==> config.mk <==
export PLATFORM = sky130hd
export DESIGN_NAME = packed_bitmap_to_8bpp_unpacker_core_flat
export DESIGN_NICKNAME = d
export VERILOG_FILES = /design/src/design/pbu_pkg.sv /design/src/design/pbu_byte_if.sv /design/src/design/pbu_pixel_if.sv /design/src/design/packed_bitmap_to_8bpp_unpacker_core.sv /design/src/design/pbu_front.sv /design/src/design/pbu_queue.sv /design/src/design/pbu_back.sv /design/src/flat_wrapper.sv
export SDC_FILE = /design/constraint.sdc
export NUM_CORES = 1
export LEC_CHECK = 0
export ABC_CLOCK_PERIOD_IN_PS = 10400
export BUFFER_PORTS_ARGS = -buffer_cell sky130_fd_sc_hd__buf_2
export CORE_ASPECT_RATIO = 0.7
export CORE_MARGIN = 4
export CORE_UTILIZATION = 55
export CTS_CLUSTER_SIZE = 16
export DETAILED_ROUTE_END_ITERATION = 10
export PLACE_DENSITY = 0.84
export SLEW_MARGIN = 15
export SYNTH_ARGS = -nofsm -noshare
export SYNTH_HDL_FRONTEND = slang
export SYNTH_SLANG_ARGS = --single-unit
==> constraint.sdc <==
create_clock -name clk -period 10.4 [get_ports clk]
set_input_delay 2.08 -clock clk [delete_from_list [all_inputs] [get_ports clk]]
set_output_delay 2.08 -clock clk [all_outputs]
set_load 0.005 [all_outputs]
==> src/design/pbu_pkg.sv <==
// ----------------------------------------------------------------------------
// pbu_pkg
// Shared types and codes for the packed bitmap unpacker: register indexes,
// pixel mode codes and the work entry passed from the front to the back.
// ----------------------------------------------------------------------------
package pbu_pkg;

    localparam int CFG_INDEX_W = 2;
    localparam int CFG_DATA_W  = 13;

    localparam logic [CFG_INDEX_W-1:0] REG_PIXEL_MODE   = 2'd0;
    localparam logic [CFG_INDEX_W-1:0] REG_ROW_WIDTH    = 2'd1;
    localparam logic [CFG_INDEX_W-1:0] REG_SOURCE_PITCH = 2'd2;
    localparam logic [CFG_INDEX_W-1:0] REG_ROW_COUNT    = 2'd3;

    localparam logic [1:0] MODE_1BPP = 2'd0;
    localparam logic [1:0] MODE_2BPP = 2'd1;
    localparam logic [1:0] MODE_4BPP = 2'd2;
    localparam logic [1:0] MODE_8BPP = 2'd3;

    typedef struct packed {
        logic [7:0] source_byte;
        logic [1:0] mode;
        logic [3:0] count;
        logic       row_fin;
        logic       last_row;
    } pbu_entry_t;

endpackage

==> src/design/pbu_byte_if.sv <==
// ----------------------------------------------------------------------------
// pbu_byte_if
// Channel carrying source bitmap bytes with a valid/ready handshake.
// ----------------------------------------------------------------------------
interface pbu_byte_if;

    logic       valid;
    logic       ready;
    logic [7:0] source_byte;

    modport source (output valid, output source_byte, input ready);
    modport sink (input valid, input source_byte, output ready);

endinterface

==> src/design/pbu_pixel_if.sv <==
// ----------------------------------------------------------------------------
// pbu_pixel_if
// Channel carrying unpacked 8-bit pixels and their row, image and byte marks.
// ----------------------------------------------------------------------------
interface pbu_pixel_if;

    logic       valid;
    logic       ready;
    logic [7:0] pixel_value;
    logic       row_end;
    logic       image_end;
    logic       last_of_byte;

    modport source (
        output valid, output pixel_value, output row_end,
        output image_end, output last_of_byte, input ready
    );
    modport sink (
        input valid, input pixel_value, input row_end,
        input image_end, input last_of_byte, output ready
    );

endinterface

==> src/design/packed_bitmap_to_8bpp_unpacker_core.sv <==
// ----------------------------------------------------------------------------
// packed_bitmap_to_8bpp_unpacker_core
// Unpacks a 1, 2, 4 or 8 bit per pixel bitmap, fed one byte per transaction,
// into raw 8-bit pixels, one per transaction, marked with row end, image end
// and last pixel of the byte.
// ----------------------------------------------------------------------------
// The back end emits one pixel per clock while the output is not stalled;
// a source byte yields eight pixels at 1 bpp, four at 2 bpp, two at 4 bpp
// and one at 8 bpp, fewer for the partial last byte of a row. Pitch
// padding bytes and bytes after the image is complete give no pixels and
// are taken by the front end whenever the queue has room; like every other
// byte, they wait while the queue is full. A two-entry queue sits between
// the byte classifier and the pixel emitter, so input is still taken while
// a finished pixel waits in the output register. Configuration must be
// written only while the block is idle; the block itself does not enforce
// it. The image restarts only on reset.
// ----------------------------------------------------------------------------
module packed_bitmap_to_8bpp_unpacker_core
    import pbu_pkg::*;
#(
    parameter int MAX_WIDTH = 4096,
    parameter int MAX_ROWS  = 4096
) (
    input  logic                   clk,
    input  logic                   rst_n,
    input  logic                   cfg_write,
    input  logic [CFG_INDEX_W-1:0] cfg_index,
    input  logic [CFG_DATA_W-1:0]  cfg_data,
    pbu_byte_if.sink               src,
    pbu_pixel_if.source            pix
);

    logic       push_valid;
    logic       push_ready;
    pbu_entry_t push_entry;
    logic       pop_valid;
    logic       pop_ready;
    pbu_entry_t pop_entry;

    pbu_front #(
        .MAX_WIDTH (MAX_WIDTH),
        .MAX_ROWS  (MAX_ROWS)
    ) u_front (
        .clk        (clk),
        .rst_n      (rst_n),
        .cfg_write  (cfg_write),
        .cfg_index  (cfg_index),
        .cfg_data   (cfg_data),
        .src        (src),
        .push_valid (push_valid),
        .push_ready (push_ready),
        .push_entry (push_entry)
    );

    pbu_queue u_queue (
        .clk        (clk),
        .rst_n      (rst_n),
        .push_valid (push_valid),
        .push_ready (push_ready),
        .push_entry (push_entry),
        .pop_valid  (pop_valid),
        .pop_ready  (pop_ready),
        .pop_entry  (pop_entry)
    );

    pbu_back u_back (
        .clk       (clk),
        .rst_n     (rst_n),
        .pop_valid (pop_valid),
        .pop_ready (pop_ready),
        .pop_entry (pop_entry),
        .pix       (pix)
    );

endmodule

==> src/design/pbu_front.sv <==
// ----------------------------------------------------------------------------
// pbu_front
// Holds the configuration registers, tracks the byte position, the pixels
// left in the row and the rows done, and turns each source byte into a work
// entry telling the back end how many pixels to emit.
// ----------------------------------------------------------------------------
module pbu_front
    import pbu_pkg::*;
#(
    parameter int MAX_WIDTH = 4096,
    parameter int MAX_ROWS  = 4096
) (
    input  logic                   clk,
    input  logic                   rst_n,
    input  logic                   cfg_write,
    input  logic [CFG_INDEX_W-1:0] cfg_index,
    input  logic [CFG_DATA_W-1:0]  cfg_data,
    pbu_byte_if.sink               src,
    output logic                   push_valid,
    input  logic                   push_ready,
    output pbu_entry_t             push_entry
);

    localparam int BIR_W = $clog2(MAX_WIDTH);
    localparam int PL_W  = $clog2(MAX_WIDTH + 1);
    localparam int ROW_W = $clog2(MAX_ROWS + 1);

    logic [1:0]            pixel_mode_reg, pixel_mode_next;
    logic [CFG_DATA_W-1:0] row_width_reg, row_width_next;
    logic [CFG_DATA_W-1:0] source_pitch_reg, source_pitch_next;
    logic [CFG_DATA_W-1:0] row_count_reg, row_count_next;

    logic [BIR_W-1:0] byte_in_row_reg, byte_in_row_next;
    logic [PL_W-1:0]  pixels_left_reg, pixels_left_next;
    logic [ROW_W-1:0] rows_done_reg, rows_done_next;

    logic [31:0]     width_lim;
    logic [31:0]     pitch_sat;
    logic [31:0]     pitch_lim;
    logic [31:0]     rows_lim;
    logic            active;
    logic            row_wrap;
    logic            last_row;
    logic [PL_W-1:0] pl_eff;
    logic [3:0]      per_byte;
    logic [3:0]      n;
    logic            row_fin;
    logic            accept;

    always_comb
    begin
        width_lim = (32'(row_width_reg) > 32'(MAX_WIDTH)) ? 32'(MAX_WIDTH)
                                                          : 32'(row_width_reg);
        pitch_sat = (32'(source_pitch_reg) > 32'(MAX_WIDTH)) ? 32'(MAX_WIDTH)
                                                             : 32'(source_pitch_reg);
        pitch_lim = (pitch_sat == 32'd0) ? 32'd1 : pitch_sat;
        rows_lim  = (32'(row_count_reg) > 32'(MAX_ROWS)) ? 32'(MAX_ROWS)
                                                         : 32'(row_count_reg);
        active    = 32'(rows_done_reg) < rows_lim;
        row_wrap  = (32'(byte_in_row_reg) + 32'd1) >= pitch_lim;
        last_row  = (32'(rows_done_reg) + 32'd1) == rows_lim;
        pl_eff    = (byte_in_row_reg == '0) ? width_lim[PL_W-1:0] : pixels_left_reg;
        per_byte  = 4'd8 >> pixel_mode_reg;
        row_fin   = 32'(pl_eff) <= 32'(per_byte);
        n         = row_fin ? pl_eff[3:0] : per_byte;
    end

    assign src.ready  = push_ready;
    assign accept     = src.valid && push_ready;
    assign push_valid = src.valid && active && (n != 4'd0);

    assign push_entry.source_byte = src.source_byte;
    assign push_entry.mode        = pixel_mode_reg;
    assign push_entry.count       = n;
    assign push_entry.row_fin     = row_fin;
    assign push_entry.last_row    = last_row;

    always_comb
    begin
        pixel_mode_next   = pixel_mode_reg;
        row_width_next    = row_width_reg;
        source_pitch_next = source_pitch_reg;
        row_count_next    = row_count_reg;
        if (cfg_write)
        begin
            case (cfg_index)
                REG_PIXEL_MODE:   pixel_mode_next   = cfg_data[1:0];
                REG_ROW_WIDTH:    row_width_next    = cfg_data;
                REG_SOURCE_PITCH: source_pitch_next = cfg_data;
                REG_ROW_COUNT:    row_count_next    = cfg_data;
                default:          pixel_mode_next   = pixel_mode_reg;
            endcase
        end
    end

    always_comb
    begin
        byte_in_row_next = byte_in_row_reg;
        pixels_left_next = pixels_left_reg;
        rows_done_next   = rows_done_reg;
        if (accept && active)
        begin
            if (row_wrap)
            begin
                byte_in_row_next = '0;
                pixels_left_next = '0;
                rows_done_next   = rows_done_reg + 1'b1;
            end
            else
            begin
                byte_in_row_next = byte_in_row_reg + 1'b1;
                pixels_left_next = pl_eff - PL_W'(n);
            end
        end
    end

    always_ff @(posedge clk or negedge rst_n)
    begin
        if (!rst_n)
        begin
            pixel_mode_reg   <= MODE_1BPP;
            row_width_reg    <= '0;
            source_pitch_reg <= CFG_DATA_W'(1);
            row_count_reg    <= '0;
            byte_in_row_reg  <= '0;
            pixels_left_reg  <= '0;
            rows_done_reg    <= '0;
        end
        else
        begin
            pixel_mode_reg   <= pixel_mode_next;
            row_width_reg    <= row_width_next;
            source_pitch_reg <= source_pitch_next;
            row_count_reg    <= row_count_next;
            byte_in_row_reg  <= byte_in_row_next;
            pixels_left_reg  <= pixels_left_next;
            rows_done_reg    <= rows_done_next;
        end
    end

endmodule

==> src/design/pbu_queue.sv <==
// ----------------------------------------------------------------------------
// pbu_queue
// Two-entry queue of work entries between the front and the back end.
// The head always sits in the first slot.
// ----------------------------------------------------------------------------
module pbu_queue
    import pbu_pkg::*;
(
    input  logic       clk,
    input  logic       rst_n,
    input  logic       push_valid,
    output logic       push_ready,
    input  pbu_entry_t push_entry,
    output logic       pop_valid,
    input  logic       pop_ready,
    output pbu_entry_t pop_entry
);

    pbu_entry_t slot0_reg, slot0_next;
    pbu_entry_t slot1_reg, slot1_next;
    logic [1:0] count_reg, count_next;
    logic       push;
    logic       pop;

    assign push_ready = count_reg != 2'd2;
    assign pop_valid  = count_reg != 2'd0;
    assign pop_entry  = slot0_reg;
    assign push       = push_valid && push_ready;
    assign pop        = pop_valid && pop_ready;

    always_comb
    begin
        slot0_next = slot0_reg;
        slot1_next = slot1_reg;
        if (pop)
        begin
            slot0_next = slot1_reg;
            if (push && count_reg == 2'd1)
            begin
                slot0_next = push_entry;
            end
        end
        else if (push)
        begin
            if (count_reg == 2'd0)
            begin
                slot0_next = push_entry;
            end
            else
            begin
                slot1_next = push_entry;
            end
        end
        count_next = count_reg + {1'b0, push} - {1'b0, pop};
    end

    always_ff @(posedge clk)
    begin
        slot0_reg <= slot0_next;
        slot1_reg <= slot1_next;
    end

    always_ff @(posedge clk or negedge rst_n)
    begin
        if (!rst_n)
        begin
            count_reg <= '0;
        end
        else
        begin
            count_reg <= count_next;
        end
    end

    a_count_bound: assert property (@(posedge clk) disable iff (!rst_n)
        count_reg != 2'd3)
        else $error("queue count out of range");

    a_count_grow: assert property (@(posedge clk) disable iff (!rst_n)
        (push && !pop) |=> (count_reg == $past(count_reg) + 2'd1))
        else $error("queue did not grow on push");

endmodule

==> src/design/pbu_back.sv <==
// ----------------------------------------------------------------------------
// pbu_back
// Takes work entries from the queue; unless the output stalls, emits one pixel
// per cycle from the current byte, MSB field first, via an output register.
// ----------------------------------------------------------------------------
module pbu_back
    import pbu_pkg::*;
(
    input  logic        clk,
    input  logic        rst_n,
    input  logic        pop_valid,
    output logic        pop_ready,
    input  pbu_entry_t  pop_entry,
    pbu_pixel_if.source pix
);

    pbu_entry_t cur_reg, cur_next;
    logic       cur_valid_reg, cur_valid_next;
    logic [2:0] k_reg, k_next;
    logic       out_valid_reg, out_valid_next;
    logic [7:0] pixel_value_reg, pixel_value_next;
    logic       row_end_reg, row_end_next;
    logic       image_end_reg, image_end_next;
    logic       last_of_byte_reg, last_of_byte_next;

    logic       out_free;
    logic       fire;
    logic       k_last;
    logic       load;
    logic [5:0] shamt;
    logic [7:0] shifted;
    logic [7:0] pixel;

    assign out_free  = !out_valid_reg || pix.ready;
    assign fire      = out_free && cur_valid_reg;
    assign k_last    = ({1'b0, k_reg} + 4'd1) == cur_reg.count;
    assign pop_ready = !cur_valid_reg || (fire && k_last);
    assign load      = pop_valid && pop_ready;
    assign shamt     = {3'b000, k_reg} << cur_reg.mode;
    assign shifted   = cur_reg.source_byte << shamt;

    always_comb
    begin
        case (cur_reg.mode)
            MODE_1BPP: pixel = {7'd0, shifted[7]};
            MODE_2BPP: pixel = {6'd0, shifted[7:6]};
            MODE_4BPP: pixel = {4'd0, shifted[7:4]};
            MODE_8BPP: pixel = shifted;
            default:   pixel = shifted;
        endcase
    end

    always_comb
    begin
        cur_next       = cur_reg;
        cur_valid_next = cur_valid_reg;
        k_next         = k_reg;
        if (load)
        begin
            cur_next       = pop_entry;
            cur_valid_next = 1'b1;
            k_next         = '0;
        end
        else if (fire && k_last)
        begin
            cur_valid_next = 1'b0;
        end
        else if (fire)
        begin
            k_next = k_reg + 1'b1;
        end

        out_valid_next    = out_valid_reg;
        pixel_value_next  = pixel_value_reg;
        row_end_next      = row_end_reg;
        image_end_next    = image_end_reg;
        last_of_byte_next = last_of_byte_reg;
        if (fire)
        begin
            out_valid_next    = 1'b1;
            pixel_value_next  = pixel;
            row_end_next      = k_last && cur_reg.row_fin;
            image_end_next    = k_last && cur_reg.row_fin && cur_reg.last_row;
            last_of_byte_next = k_last;
        end
        else if (pix.ready)
        begin
            out_valid_next = 1'b0;
        end
    end

    always_ff @(posedge clk)
    begin
        cur_reg          <= cur_next;
        k_reg            <= k_next;
        pixel_value_reg  <= pixel_value_next;
        row_end_reg      <= row_end_next;
        image_end_reg    <= image_end_next;
        last_of_byte_reg <= last_of_byte_next;
    end

    always_ff @(posedge clk or negedge rst_n)
    begin
        if (!rst_n)
        begin
            cur_valid_reg <= 1'b0;
            out_valid_reg <= 1'b0;
        end
        else
        begin
            cur_valid_reg <= cur_valid_next;
            out_valid_reg <= out_valid_next;
        end
    end

    assign pix.valid        = out_valid_reg;
    assign pix.pixel_value  = pixel_value_reg;
    assign pix.row_end      = row_end_reg;
    assign pix.image_end    = image_end_reg;
    assign pix.last_of_byte = last_of_byte_reg;

    a_cur_index: assert property (@(posedge clk) disable iff (!rst_n)
        cur_valid_reg |-> (cur_reg.count != 4'd0 && {1'b0, k_reg} < cur_reg.count))
        else $error("pixel index outside the current byte");

    a_row_end_last: assert property (@(posedge clk) disable iff (!rst_n)
        (out_valid_reg && row_end_reg) |-> last_of_byte_reg)
        else $error("row end not on the last pixel of a byte");

    a_image_end_row: assert property (@(posedge clk) disable iff (!rst_n)
        (out_valid_reg && image_end_reg) |-> row_end_reg)
        else $error("image end without row end");

endmodule

==> src/flat_wrapper.sv <==
// flat-port wrapper written by rule: the top's interface ports become plain ports
module packed_bitmap_to_8bpp_unpacker_core_flat import pbu_pkg::*;
#(
    parameter int MAX_WIDTH = 4096,
    parameter int MAX_ROWS  = 4096
)
  (clk, rst_n, cfg_write, cfg_index, cfg_data, src_valid, src_source_byte, src_ready, pix_valid, pix_pixel_value, pix_row_end, pix_image_end, pix_last_of_byte, pix_ready);
  pbu_byte_if src_i ();
  pbu_pixel_if pix_i ();
  input  logic clk;
  input  logic rst_n;
  input  logic cfg_write;
  input  logic [CFG_INDEX_W-1:0] cfg_index;
  input  logic [CFG_DATA_W-1:0] cfg_data;
  input wire logic [$bits(src_i.valid)-1:0] src_valid;
  input wire logic [$bits(src_i.source_byte)-1:0] src_source_byte;
  output wire logic [$bits(src_i.ready)-1:0] src_ready;
  output wire logic [$bits(pix_i.valid)-1:0] pix_valid;
  output wire logic [$bits(pix_i.pixel_value)-1:0] pix_pixel_value;
  output wire logic [$bits(pix_i.row_end)-1:0] pix_row_end;
  output wire logic [$bits(pix_i.image_end)-1:0] pix_image_end;
  output wire logic [$bits(pix_i.last_of_byte)-1:0] pix_last_of_byte;
  input wire logic [$bits(pix_i.ready)-1:0] pix_ready;
  assign src_i.valid = src_valid;
  assign src_i.source_byte = src_source_byte;
  assign src_ready = src_i.ready;
  assign pix_valid = pix_i.valid;
  assign pix_pixel_value = pix_i.pixel_value;
  assign pix_row_end = pix_i.row_end;
  assign pix_image_end = pix_i.image_end;
  assign pix_last_of_byte = pix_i.last_of_byte;
  assign pix_i.ready = pix_ready;
  packed_bitmap_to_8bpp_unpacker_core #(.MAX_WIDTH(MAX_WIDTH), .MAX_ROWS(MAX_ROWS)) u_core (.clk(clk), .rst_n(rst_n), .cfg_write(cfg_write), .cfg_index(cfg_index), .cfg_data(cfg_data), .src(src_i), .pix(pix_i));
endmodule
==> results.json, run 1 <==
{
  "final_cell_area_um2": 9020,
  "clk_latency_ns": 0.42,
  "syn-mean-instance-area_um2": 10.9,
  "cts_tree": "done",
  "layout_min_cycle_time_ns": 6.05,
  "postSynthNetCount": 806,
  "global_route.usage.total": 0.235,
  "ctsResizeCount": 0,
  "ys_top_cells_by_area": "sky130_fd_sc_hd__dfrtp_1 25%, sky130_fd_sc_hd__edfxtp_1 22%, sky130_fd_sc_hd__mux2_2 8.6%, sky130_fd_sc_hd__ha_1 6.0%, sky130_fd_sc_hd__xnor2_1 3.6%",
  "portBuffers": 40,
  "placed_area_um2": 8430,
  "ant_nets": 0,
  "sw_frac_of_total": 0.371,
  "via_per_inst": 6.27,
  "internal_power_mw": 1.51,
  "grt_first_pass_wirelength_mm": 31.2,
  "worst_ir_drop_vdd_v": 0.000211,
  "rsz_0062_raised_after_global_routing": "no",
  "synthDominantCellAreaShare": 0.254,
  "setup_viol": 0,
  "cp.arrival_ns": 6.36,
  "grt_busiest_layer": "met2",
  "report.power.total_mw": 2.40,
  "layout.cells.most_common": "sky130_fd_sc_hd__dfrtp_1",
  "grt_max_degree": 84,
  "iteration_0_drc_markers": 778,
  "htree_levels": 4,
  "path_cells": "inv_1, ha_1, or4b_1, or3_1, o21ai_0, ha_1, a41oi_1, mux2_2, nand3_1, o21ai_1, mux2i_1, inv_1, ha_1, o21ai_0, a21boi_1, nor4_1, mux2i_1, o22ai_1, a22o_1",
  "critPathMaxFanout": 27,
  "worstSetupEndpointType": "flip-flop",
  "fmax_ghz": 0.165,
  "layout.area.seq_um2": 3910,
  "unique_masters_post_synth": 69,
  "slowest_delay_ns": 0.75,
  "setup.worst_path.class": "flip-flop to flip-flop",
  "drcViolationCount": 0,
  "final-instance-count-excl-fill": 974,
  "seq_area_frac_synth": 0.484,
  "cts_num_sinks": 145,
  "route.vias.total": 6104,
  "filler_cell_count": 1055,
  "hpwl_mm": 13.3,
  "floorplan_core_area_um2": 14100,
  "power_per_cell_area_nw_per_um2": 266,
  "grt_pass1_vias": 5948,
  "start_util": 0.571,
  "power.sequential.fraction": 0.372,
  "antenna_cells_inserted": 0,
  "use_met1": 0.324,
  "dr.pass1.iters": 6,
  "least_margin_pin_slew_ns": 1.03,
  "grt_remaining_overflow": 0,
  "power.clock.fraction": 0.257,
  "p_sw_mw": 0.889,
  "clock_pin_slew_reported_for_the_worst_setup_and_hold_paths_after_clock_tree_synthesis_ns": 0.06,
  "grt_antenna_before_repair": 0,
  "multiInputGateArea_um2": 3940,
  "hold_path_class": "flip-flop to flip-flop",
  "cts_buffer_depth": 2,
  "post-route-period-util": 0.582,
  "post_cts.repair.setup_buffers": 0,
  "fin_hold_ws_ns": 0.421,
  "layout-drive-gt1-share": 0.193,
  "fp-row-count": 36,
  "tns_ns": 0,
  "slowest_stage": "sky130_fd_sc_hd__or3_1",
  "met2_global_route_usage": 0.357,
  "design.portCount": 41,
  "slew_headroom": 0.311,
  "final_nets": 839,
  "cts_buffers": 17,
  "cp_common_cell": "sky130_fd_sc_hd__ha_1",
  "slew_violations": 0,
  "holdBufCountCts": 0,
  "die_w_um": 153,
  "synth-edff-count": 59,
  "power_leakage_nw": 3.71,
  "place_congestion": 0.928,
  "syn_inst": 738,
  "groute.layer.met3.usage": 0.0901,
  "dpl.cell_count": 942,
  "synth_area_um2": 8070,
  "wl_mm": 18.7,
  "max_cap_viol_count": 0,
  "crit_required_ns": 10.71,
  "postSynth.topFlopCell": "sky130_fd_sc_hd__dfrtp_1",
  "die_height_um": 109,
  "result_of_the_run": "finished, final reports clean",
  "highest_count_cells_in_the_layout_ignoring_fill_and_taps": "82 x sky130_fd_sc_hd__dfrtp_1, 62 x sky130_fd_sc_hd__mux2_2, 60 x sky130_fd_sc_hd__nand2_1",
  "cp-start-kind": "flip-flop",
  "clock-root-buffer": "sky130_fd_sc_hd__clkbuf_16",
  "route.detailed.wl_per_inst_um": 19.2,
  "hold_viol_final": 0,
  "yosysWarnings": 0,
  "power_frac_comb": 0.371,
  "yosysTopAreaCell": "sky130_fd_sc_hd__dfrtp_1",
  "area_delta_synth_final_pct": 11.7,
  "postSynthRegisterBits": 145,
  "dieArea_um2": 16700,
  "clock_skew_ns": 0.00818,
  "async_flop_share": 0.572
}
[logic make-up after synthesis]
logic type                 after synthesis  share of synthesized area
xor gates and xnor gates                47                     0.0510
and+or+nand+nor                        243                      0.155
muxes                                   81                      0.113
adders and majority gates               40                     0.0629
AOI/OAI and AO/OA                      125                      0.105
DFF                                    145                      0.484
buffers and inverters                   57                     0.0287
[critical path: cells and delay by family, from the launching register on]
| family | cells | cell delay [ns] |
|---|---|---|
| AO/OA/AOI/OAI | 7 | 1.78 |
| adder cells (fa/ha/maj) | 3 | 0.82 |
| buffers and inverters | 2 | 0.17 |
| flip-flops | 1 | 0.46 |
| multiplexers | 3 | 0.81 |
| AND/OR/NAND/NOR | 4 | 1.88 |
[power by group through the flow]
stage	Clock [mW]	Sequential (mW)	Combinational, mW
2_1_floorplan	0	0.846	0.691
3_3_place_gp	0	0.885	0.814
3_5_place_dp	0	0.895	0.865
4_1_cts	0.622	0.888	0.873
5_1_grt	0.651	0.908	0.988
6_report	0.616	0.893	0.890
[path summary, 6_finish.rpt]
path / from / end / slack [ns] / depth (start not counted)
min in group asynchronous: rst_n / u_core.u_front.source_pitch_reg[6] / 1.83 / 1
worst max register to register: u_core.u_front.byte_in_row_reg[0] / u_core.u_front.pixels_left_reg[7] / 4.35 / 19
worst min-delay path: u_core.u_queue.pop_entry[5] / u_core.u_back.cur_reg[5] / 0.42 / 0
worst max-delay path: u_core.u_front.byte_in_row_reg[0] / u_core.u_front.pixels_left_reg[7] / 4.35 / 19
max in group asynchronous: rst_n / u_core.u_front.row_count_reg[5] / 7.89 / 1
worst min register to register: u_core.u_queue.pop_entry[5] / u_core.u_back.cur_reg[5] / 0.42 / 0
[synth_stat cells, drive strengths merged (2+ instances only)]
cell,instances
a41oi,4
a31o,4
a21o,5
or4,4
o211ai,2
nor2,32
o22a,2
o2111ai,4
nand3b,4
a2111oi,2
a31oi,7
o41ai,3
xor2,14
nand2b,16
a21boi,2
a21oi,29
o31ai,3
dfrtp,82
and3,15
nand3,31
dfxtp,3
edfxtp,59
o311ai,6
or3,5
ha,39
mux2,62
o21ai,30
clkbuf,23
xnor2,33
and2,5
a22o,2
o22ai,4
mux2i,18
buf,9
inv,25
nor2b,13
nand4,8
nor3b,6
o21a,2
a22oi,3
nor4,15
nand2,60
nor3,24
[layout make-up]
cell class / instances / share of cell area
multi-input cells: 536 / 0.437
clock inverters: 11 / 0.0140
repair buffers: 46 / 0.0275
inverters: 25 / 0.0104
well taps: 190 / 0.0264
clock buffers: 21 / 0.0515
flip-flops and latches: 145 / 0.434
[through the flow]
stage	setup WS, ns	util
after CTS	4.46	0.638
after global routing	3.86	0.638
after global placement	4.77	0.596
after detailed placement	4.56	0.596
after floorplan	5.38	-
final	4.35	0.638
[layer usage]
layer / vias up / share of wire
met5: - / 0
met4: 0 / 0.012
met3: 23 / 0.11
met2: 309 / 0.44
met1: 2962 / 0.44
li1: 2810 / -
(Power assumes the default switching activity.)
==> inputs of run 2 (changes only) <==
--- a/config.mk
+++ b/config.mk
@@ -5,7 +5,8 @@
 export SDC_FILE = /design/constraint.sdc
 export NUM_CORES = 1
 export LEC_CHECK = 0
-export ABC_CLOCK_PERIOD_IN_PS = 10400
+export ABC_AREA = 1
+export ABC_CLOCK_PERIOD_IN_PS = 6140
 export BUFFER_PORTS_ARGS = -buffer_cell sky130_fd_sc_hd__buf_2
 export CORE_ASPECT_RATIO = 0.7
 export CORE_MARGIN = 4
==> constraint.sdc (replaced) <==
create_clock -name clk -period 6.14 [get_ports clk]
set_input_delay 1.228 -clock clk [delete_from_list [all_inputs] [get_ports clk]]
set_output_delay 1.228 -clock clk [all_outputs]
set_load 0.005 [all_outputs]
==> run 2 against run 1 <==
  * Clock power increased by 69%
  * Final area down 1.3%
  * Die area shrank 1.8%
  * Worst hold slack got worse by 0.0024 ns
  * Largest power group is now combinational cells
  * Critical path depth increased by 11
  * Combinational power increased by 130%
  * Largest cell class is now sequential cells
  * Fmax up 33%
  * Synthesized area decreased by 1.9%
==> results.json, run 2 <==
{
  "highest_count_cells_in_the_layout_ignoring_fill_and_taps": "233 x sky130_fd_sc_hd__nand2_1, 108 x sky130_fd_sc_hd__inv_1, 85 x sky130_fd_sc_hd__o21ai_0",
  "final_cell_area_um2": 8900,
  "antenna_cells_inserted": 0,
  "utilization": 0.635,
  "multiInputGateArea_um2": 3470,
  "dr.pass1.iters": 6,
  "synthDominantCellAreaShare": 0.259,
  "start_util": 0.565,
  "area_delta_synth_final_pct": 12.4,
  "least_margin_pin_slew_ns": 0.836,
  "synth_most_common_cell": "sky130_fd_sc_hd__nand2_1",
  "max_cap_viol_count": 0,
  "rsz_0062_raised_after_global_routing": "no",
  "power_per_cell_area_nw_per_um2": 510,
  "route.detailed.wl_per_inst_um": 15.1,
  "portBuffers": 40,
  "hold_path_class": "flip-flop to flip-flop",
  "cts_tree": "done",
  "setup_viol": 0,
  "fmax_ghz": 0.220,
  "cp.arrival_ns": 4.79,
  "grt_remaining_overflow": 0,
  "seq_area_frac_synth": 0.494,
  "result_of_the_run": "finished, final reports clean",
  "design.portCount": 41,
  "grt_max_degree": 67,
  "synth_area_um2": 7920,
  "via_per_inst": 5.50,
  "layout_min_cycle_time_ns": 4.54,
  "final-instance-count-excl-fill": 1165,
  "clock-root-buffer": "sky130_fd_sc_hd__clkbuf_16",
  "die_height_um": 108,
  "layout.area.seq_um2": 3910,
  "clock_skew_ns": 0.0164,
  "slowest_delay_ns": 0.43,
  "slowest_stage": "sky130_fd_sc_hd__dfrtp_1",
  "holdBufCountCts": 0,
  "fp-row-count": 36,
  "netlist_top_cells_count": "233 x sky130_fd_sc_hd__nand2_1, 108 x sky130_fd_sc_hd__inv_1, 85 x sky130_fd_sc_hd__o21ai_0",
  "critPathMaxFanout": 17,
  "placed_area_um2": 8300,
  "filler_cell_count": 1105,
  "post_cts.repair.setup_buffers": 0,
  "yosysTopAreaCell": "sky130_fd_sc_hd__dfrtp_1",
  "postSynthNetCount": 985,
  "power_leakage_nw": 4.18,
  "hpwl_mm": 12.7,
  "grt_antenna_before_repair": 0,
  "slew_violations": 0,
  "fin_hold_ws_ns": 0.418,
  "post-route-period-util": 0.739,
  "cts_num_sinks": 145,
  "cts_buffers": 17,
  "postSynth.topFlopCell": "sky130_fd_sc_hd__dfrtp_1",
  "slew_headroom": 0.440,
  "worstSetupEndpointType": "flip-flop",
  "place_congestion": 0.937,
  "syn-mean-instance-area_um2": 8.64,
  "layout-drive-gt1-share": 0.115,
  "dpl.cell_count": 1133,
  "setup.worst_path.class": "flip-flop to flip-flop",
  "hold_viol_final": 0,
  "drcViolationCount": 0,
  "ys_top_cells_by_area": "sky130_fd_sc_hd__dfrtp_1 26%, sky130_fd_sc_hd__edfxtp_1 22%, sky130_fd_sc_hd__nand2_1 11%, sky130_fd_sc_hd__ha_1 6.2%, sky130_fd_sc_hd__o21ai_0 5.4%",
  "layout.cells.most_common": "sky130_fd_sc_hd__nand2_1",
  "cp-start-kind": "flip-flop",
  "async_flop_share": 0.572,
  "iteration_0_drc_markers": 697,
  "postSynthRegisterBits": 145,
  "cts_buffer_depth": 2,
  "unique_masters_post_synth": 52,
  "yosysWarnings": 0,
  "grt_pass1_vias": 5962,
  "cp_common_cell": "sky130_fd_sc_hd__nand2_1",
  "final_nets": 1030,
  "clk_latency_ns": 0.43,
  "synth-edff-count": 59,
  "dieArea_um2": 16400,
  "global_route.usage.total": 0.229,
  "report.power.total_mw": 4.54,
  "grt_first_pass_wirelength_mm": 29.6,
  "ctsResizeCount": 0,
  "worst_ir_drop_vdd_v": 0.000325,
  "tns_ns": 0,
  "ant_nets": 0,
  "floorplan_core_area_um2": 14000,
  "detailedPlace.worstSlack_ns": 1.78,
  "die_w_um": 151,
  "syn_inst": 917,
  "crit_required_ns": 6.39,
  "setup_ws_ns": 1.60,
  "clock_pin_slew_reported_for_the_worst_setup_and_hold_paths_after_clock_tree_synthesis_ns": 0.07,
  "route.vias.total": 6409,
  "htree_levels": 4,
  "wl_mm": 17.6
}
## run 2: changes by cell type in the layout (fill, tap and decap cells not counted), sizes merged, moves of 14 or more
cell    delta
inv       +87
mux2      -61
mux2i     -17
nand2    +188
nand2b    -16
nand3     +35
nor2      +40
nor3      -14
o21ai     +58
xnor2     -23
xor2      +14
## run 2: final cells by class
type	count	area share
clock buffers	21	0.0547
clock inverters	11	0.0132
inverters	114	0.0489
multi-input cells	639	0.390
flip-flops and latches	145	0.439
well taps	190	0.0267
repair buffers	45	0.0270
## run 2: worst paths after layout
kind / to / startpoint / cells past startpoint / slack (ns)
max in group asynchronous: u_core.u_front.rows_done_reg[11] / rst_n / 2 / 4.36
min: u_core.u_back.cur_reg[15] / u_core.u_queue.pop_entry[15] / 0 / 0.42
max: u_core.u_front.pixels_left_reg[9] / u_core.u_front.byte_in_row_reg[0] / 30 / 1.60
min reg2reg: u_core.u_back.cur_reg[15] / u_core.u_queue.pop_entry[15] / 0 / 0.42
max reg2reg: u_core.u_front.pixels_left_reg[9] / u_core.u_front.byte_in_row_reg[0] / 30 / 1.60
min in group asynchronous: u_core.u_front.byte_in_row_reg[7] / rst_n / 1 / 0.68
## run 2: critical path, delay by kind of cell, from the launching register on
| kind | cells | cell delay [ns] |
|---|---|---|
| xor+xnor | 1 | 0.15 |
| flops | 1 | 0.43 |
| compound gates | 3 | 0.62 |
| simple gates | 19 | 2.02 |
| fa+ha+maj | 3 | 0.81 |
| buf+inv | 4 | 0.33 |
## run 2: cells by family (layout without fill, tap and decap cells)
logic type	count (synthesis)	count (layout)	synth area share
simple gates	415	415	0.228
flops	145	145	0.494
compound gates	144	144	0.101
buf+inv	133	191	0.0686
fa+ha+maj	40	40	0.0641
xor+xnor	38	38	0.0420
mux	2	2	0.00269
## run 2: routing by layer
layer	wire length, µm	vias to the layer above	track usage
li1	-	3143	-
met1	8410	3000	0.342
met2	7670	243	0.333
met3	1330	23	0.0511
met4	218	0	0.0712
met5	0	-	0
## run 2: power breakdown
group	switching, mW	total [mW]	leakage (nW)	internal (mW)
combinational	1.32	2.02	2.26	0.703
sequential	0.168	1.48	1.63	1.31
clock	0.423	1.04	0.292	0.620
total	1.91	4.54	4.18	2.63
==> inputs of run 3 (changes only) <==
--- a/config.mk
+++ b/config.mk
@@ -6,7 +6,7 @@
 export NUM_CORES = 1
 export LEC_CHECK = 0
 export ABC_AREA = 1
-export ABC_CLOCK_PERIOD_IN_PS = 6140
+export ABC_CLOCK_PERIOD_IN_PS = 4500
 export BUFFER_PORTS_ARGS = -buffer_cell sky130_fd_sc_hd__buf_2
 export CORE_ASPECT_RATIO = 0.7
 export CORE_MARGIN = 4
==> constraint.sdc (replaced) <==
create_clock -name clk -period 4.5 [get_ports clk]
set_input_delay 0.9 -clock clk [delete_from_list [all_inputs] [get_ports clk]]
set_output_delay 0.9 -clock clk [all_outputs]
set_load 0.005 [all_outputs]
==> run 3 against run 2 <==
  * Sequential share of layout area is 0.33 points lower
  * Clock skew shrank 0.0077 ns
  * Final area is 0.76% higher
  * Flip-flop and latch count is the same
  * Critical endpoint is now u_core.u_front.pixels_left_reg[11]
==> results.json, run 3 (synthesis results as in run 2) <==
{
  "result_of_the_run": "finished, final reports clean",
  "power_frac_comb": 0.459,
  "die_height_um": 108,
  "area_delta_synth_final_pct": 13.2,
  "drcViolationCount": 0,
  "grt_pass1_vias": 6048,
  "global_route.usage.total": 0.228,
  "route.detailed.wl_per_inst_um": 15.3,
  "slew_headroom": 0.439,
  "tns_ns": 0,
  "cts_tree": "done",
  "clk_latency_ns": 0.42,
  "grt_remaining_overflow": 0,
  "wl_mm": 17.9,
  "final_nets": 1031,
  "setup.worst_path.class": "flip-flop to flip-flop",
  "place_congestion": 0.927,
  "ant_nets": 0,
  "power_leakage_nw": 4.19,
  "grt_first_pass_wirelength_mm": 29.5,
  "cts_num_sinks": 145,
  "clock-root-buffer": "sky130_fd_sc_hd__clkbuf_16",
  "fmax_ghz": 0.238,
  "grt_max_degree": 84,
  "cp_common_cell": "sky130_fd_sc_hd__nand2_1",
  "holdBufCountCts": 0,
  "routed.top_layer": "met4",
  "power_per_cell_area_nw_per_um2": 703,
  "cp.arrival_ns": 4.46,
  "portBuffers": 40,
  "crit_required_ns": 4.76,
  "p_sw_mw": 2.66,
  "power.clock.fraction": 0.220,
  "met3_routed_wl_mm": 1.31,
  "hold_path_class": "input pin to async pin",
  "met2RoutedLength_mm": 7.93,
  "layout-drive-gt1-share": 0.124,
  "start_util": 0.565,
  "hpwl_mm": 12.6,
  "slew_violations": 0,
  "die_w_um": 151,
  "post-route-period-util": 0.933,
  "antenna_cells_inserted": 0,
  "slowest_delay_ns": 0.38,
  "critPathMaxFanout": 17,
  "route.vias.total": 6403,
  "via_per_inst": 5.49,
  "worst_ir_drop_vdd_v": 0.000322,
  "floorplan_core_area_um2": 14000,
  "iteration_0_drc_markers": 622,
  "max_cap_viol_count": 0,
  "fp-row-count": 36,
  "filler_cell_count": 1097,
  "internal_power_mw": 3.64,
  "highest_count_cells_in_the_layout_ignoring_fill_and_taps": "233 x sky130_fd_sc_hd__nand2_1, 108 x sky130_fd_sc_hd__inv_1, 83 x sky130_fd_sc_hd__o21ai_0",
  "dieArea_um2": 16400,
  "hold_viol_final": 0,
  "htree_levels": 4,
  "clock_pin_slew_reported_for_the_worst_setup_and_hold_paths_after_clock_tree_synthesis_ns": 0.06,
  "clock_skew_ns": 0.00875,
  "least_margin_pin_slew_ns": 0.839,
  "slowest_stage": "sky130_fd_sc_hd__dfrtp_1",
  "dr.pass1.iters": 6,
  "cts_buffers": 17,
  "cts_buffer_depth": 2,
  "worstSetupEndpointType": "flip-flop",
  "cp-start-kind": "flip-flop",
  "power.sequential.fraction": 0.321,
  "setup_viol": 0,
  "layout_min_cycle_time_ns": 4.20,
  "sw_frac_of_total": 0.422,
  "design.portCount": 41,
  "grt_antenna_before_repair": 0,
  "final-instance-count-excl-fill": 1166,
  "dpl.cell_count": 1132,
  "layout.cells.most_common": "sky130_fd_sc_hd__nand2_1",
  "routedLengthMet1_mm": 8.37
}
## run 3: cell count changes in the layout (fill, tap and decap cells not counted), moves of 2 or more
cell	delta
sky130_fd_sc_hd__clkinvlp_2	+2
sky130_fd_sc_hd__clkinv_4	+2
sky130_fd_sc_hd__o21ai_0	-2
sky130_fd_sc_hd__clkbuf_16	-2
sky130_fd_sc_hd__clkinv_2	+2
sky130_fd_sc_hd__inv_8	-3
## run 3: stage by stage
stage | hold WS, ns | setup slack (ns) | utilization | area [µm²] | total power [mW]
finish | 0.371 | 0.301 | 0.640 | 8970 | 6.30
CTS | 0.420 | 0.0204 | 0.633 | 8870 | 6.12
floorplan | 0.400 | 0.341 | - | 7920 | 4.09
global route | 0.382 | -0.0753 | 0.640 | 8970 | 6.78
global placement | 0.401 | 0.277 | 0.592 | 8290 | 4.61
detailed placement | 0.405 | 0.113 | 0.592 | 8290 | 4.69
## run 3: final timing paths
kind	startpoint	to	slack (ns)	cells past startpoint
setup / recovery	u_core.u_front.byte_in_row_reg[1]	u_core.u_front.pixels_left_reg[11]	0.30	29
hold / removal	rst_n	u_core.u_front.byte_in_row_reg[6]	0.37	1
setup reg to reg	u_core.u_front.byte_in_row_reg[1]	u_core.u_front.pixels_left_reg[11]	0.30	29
hold reg to reg	u_core.u_queue.pop_entry[9]	u_core.u_back.cur_reg[9]	0.42	0
max in group asynchronous	rst_n	u_core.u_front.source_pitch_reg[0]	3.47	2
min in group clk	u_core.u_queue.pop_entry[9]	u_core.u_back.cur_reg[9]	0.42	0
## run 3: power groups by stage
stage / combinational, mW / sequential [mW] / clock (mW)
6_report: 2.89 / 2.02 / 1.39
3_3_place_gp: 2.58 / 2.03 / 0
5_1_grt: 3.25 / 2.06 / 1.47
4_1_cts: 2.69 / 2.02 / 1.41
2_1_floorplan: 2.13 / 1.97 / 0
3_5_place_dp: 2.65 / 2.04 / 0
## run 3: metal layers
metal / vias to the layer above / GRT usage
li1: 3139 / -
met1: 2975 / 0.341
met2: 262 / 0.339
met3: 27 / 0.0452
met4: 0 / 0.0634
met5: - / 0
## run 3: timing repair
| action | 4_1_cts | 5_1_grt |
|---|---|---|
| endpoints found under the setup margin | 0 | 8 |
| gates resized for setup | 0 | 12 |
| setup buffers | 0 | 1 |
## run 3: worst max-delay path, delay by kind of cell (launching register included)
kind                     cells  cell delay, ns
AND/OR/NAND/NOR             18            1.92
adder cells (fa/ha/maj)      3            0.75
AO/OA/AOI/OAI                3            0.51
flip-flops                   1            0.38
buffers and inverters        4            0.32
XOR/XNOR                     1            0.15
## run 3: area by class of cell
| type | count | area (µm²) | share of cell area |
|---|---|---|---|
| sequential | 145 | 3910 | 0.436 |
| clock buffer | 17 | 425 | 0.0474 |
| multi-input combinational | 639 | 3530 | 0.393 |
| clock inverter | 15 | 158 | 0.0176 |
| inverter | 114 | 440 | 0.0491 |
| tap | 190 | 238 | 0.0265 |
| timing repair buffer | 46 | 268 | 0.0299 |
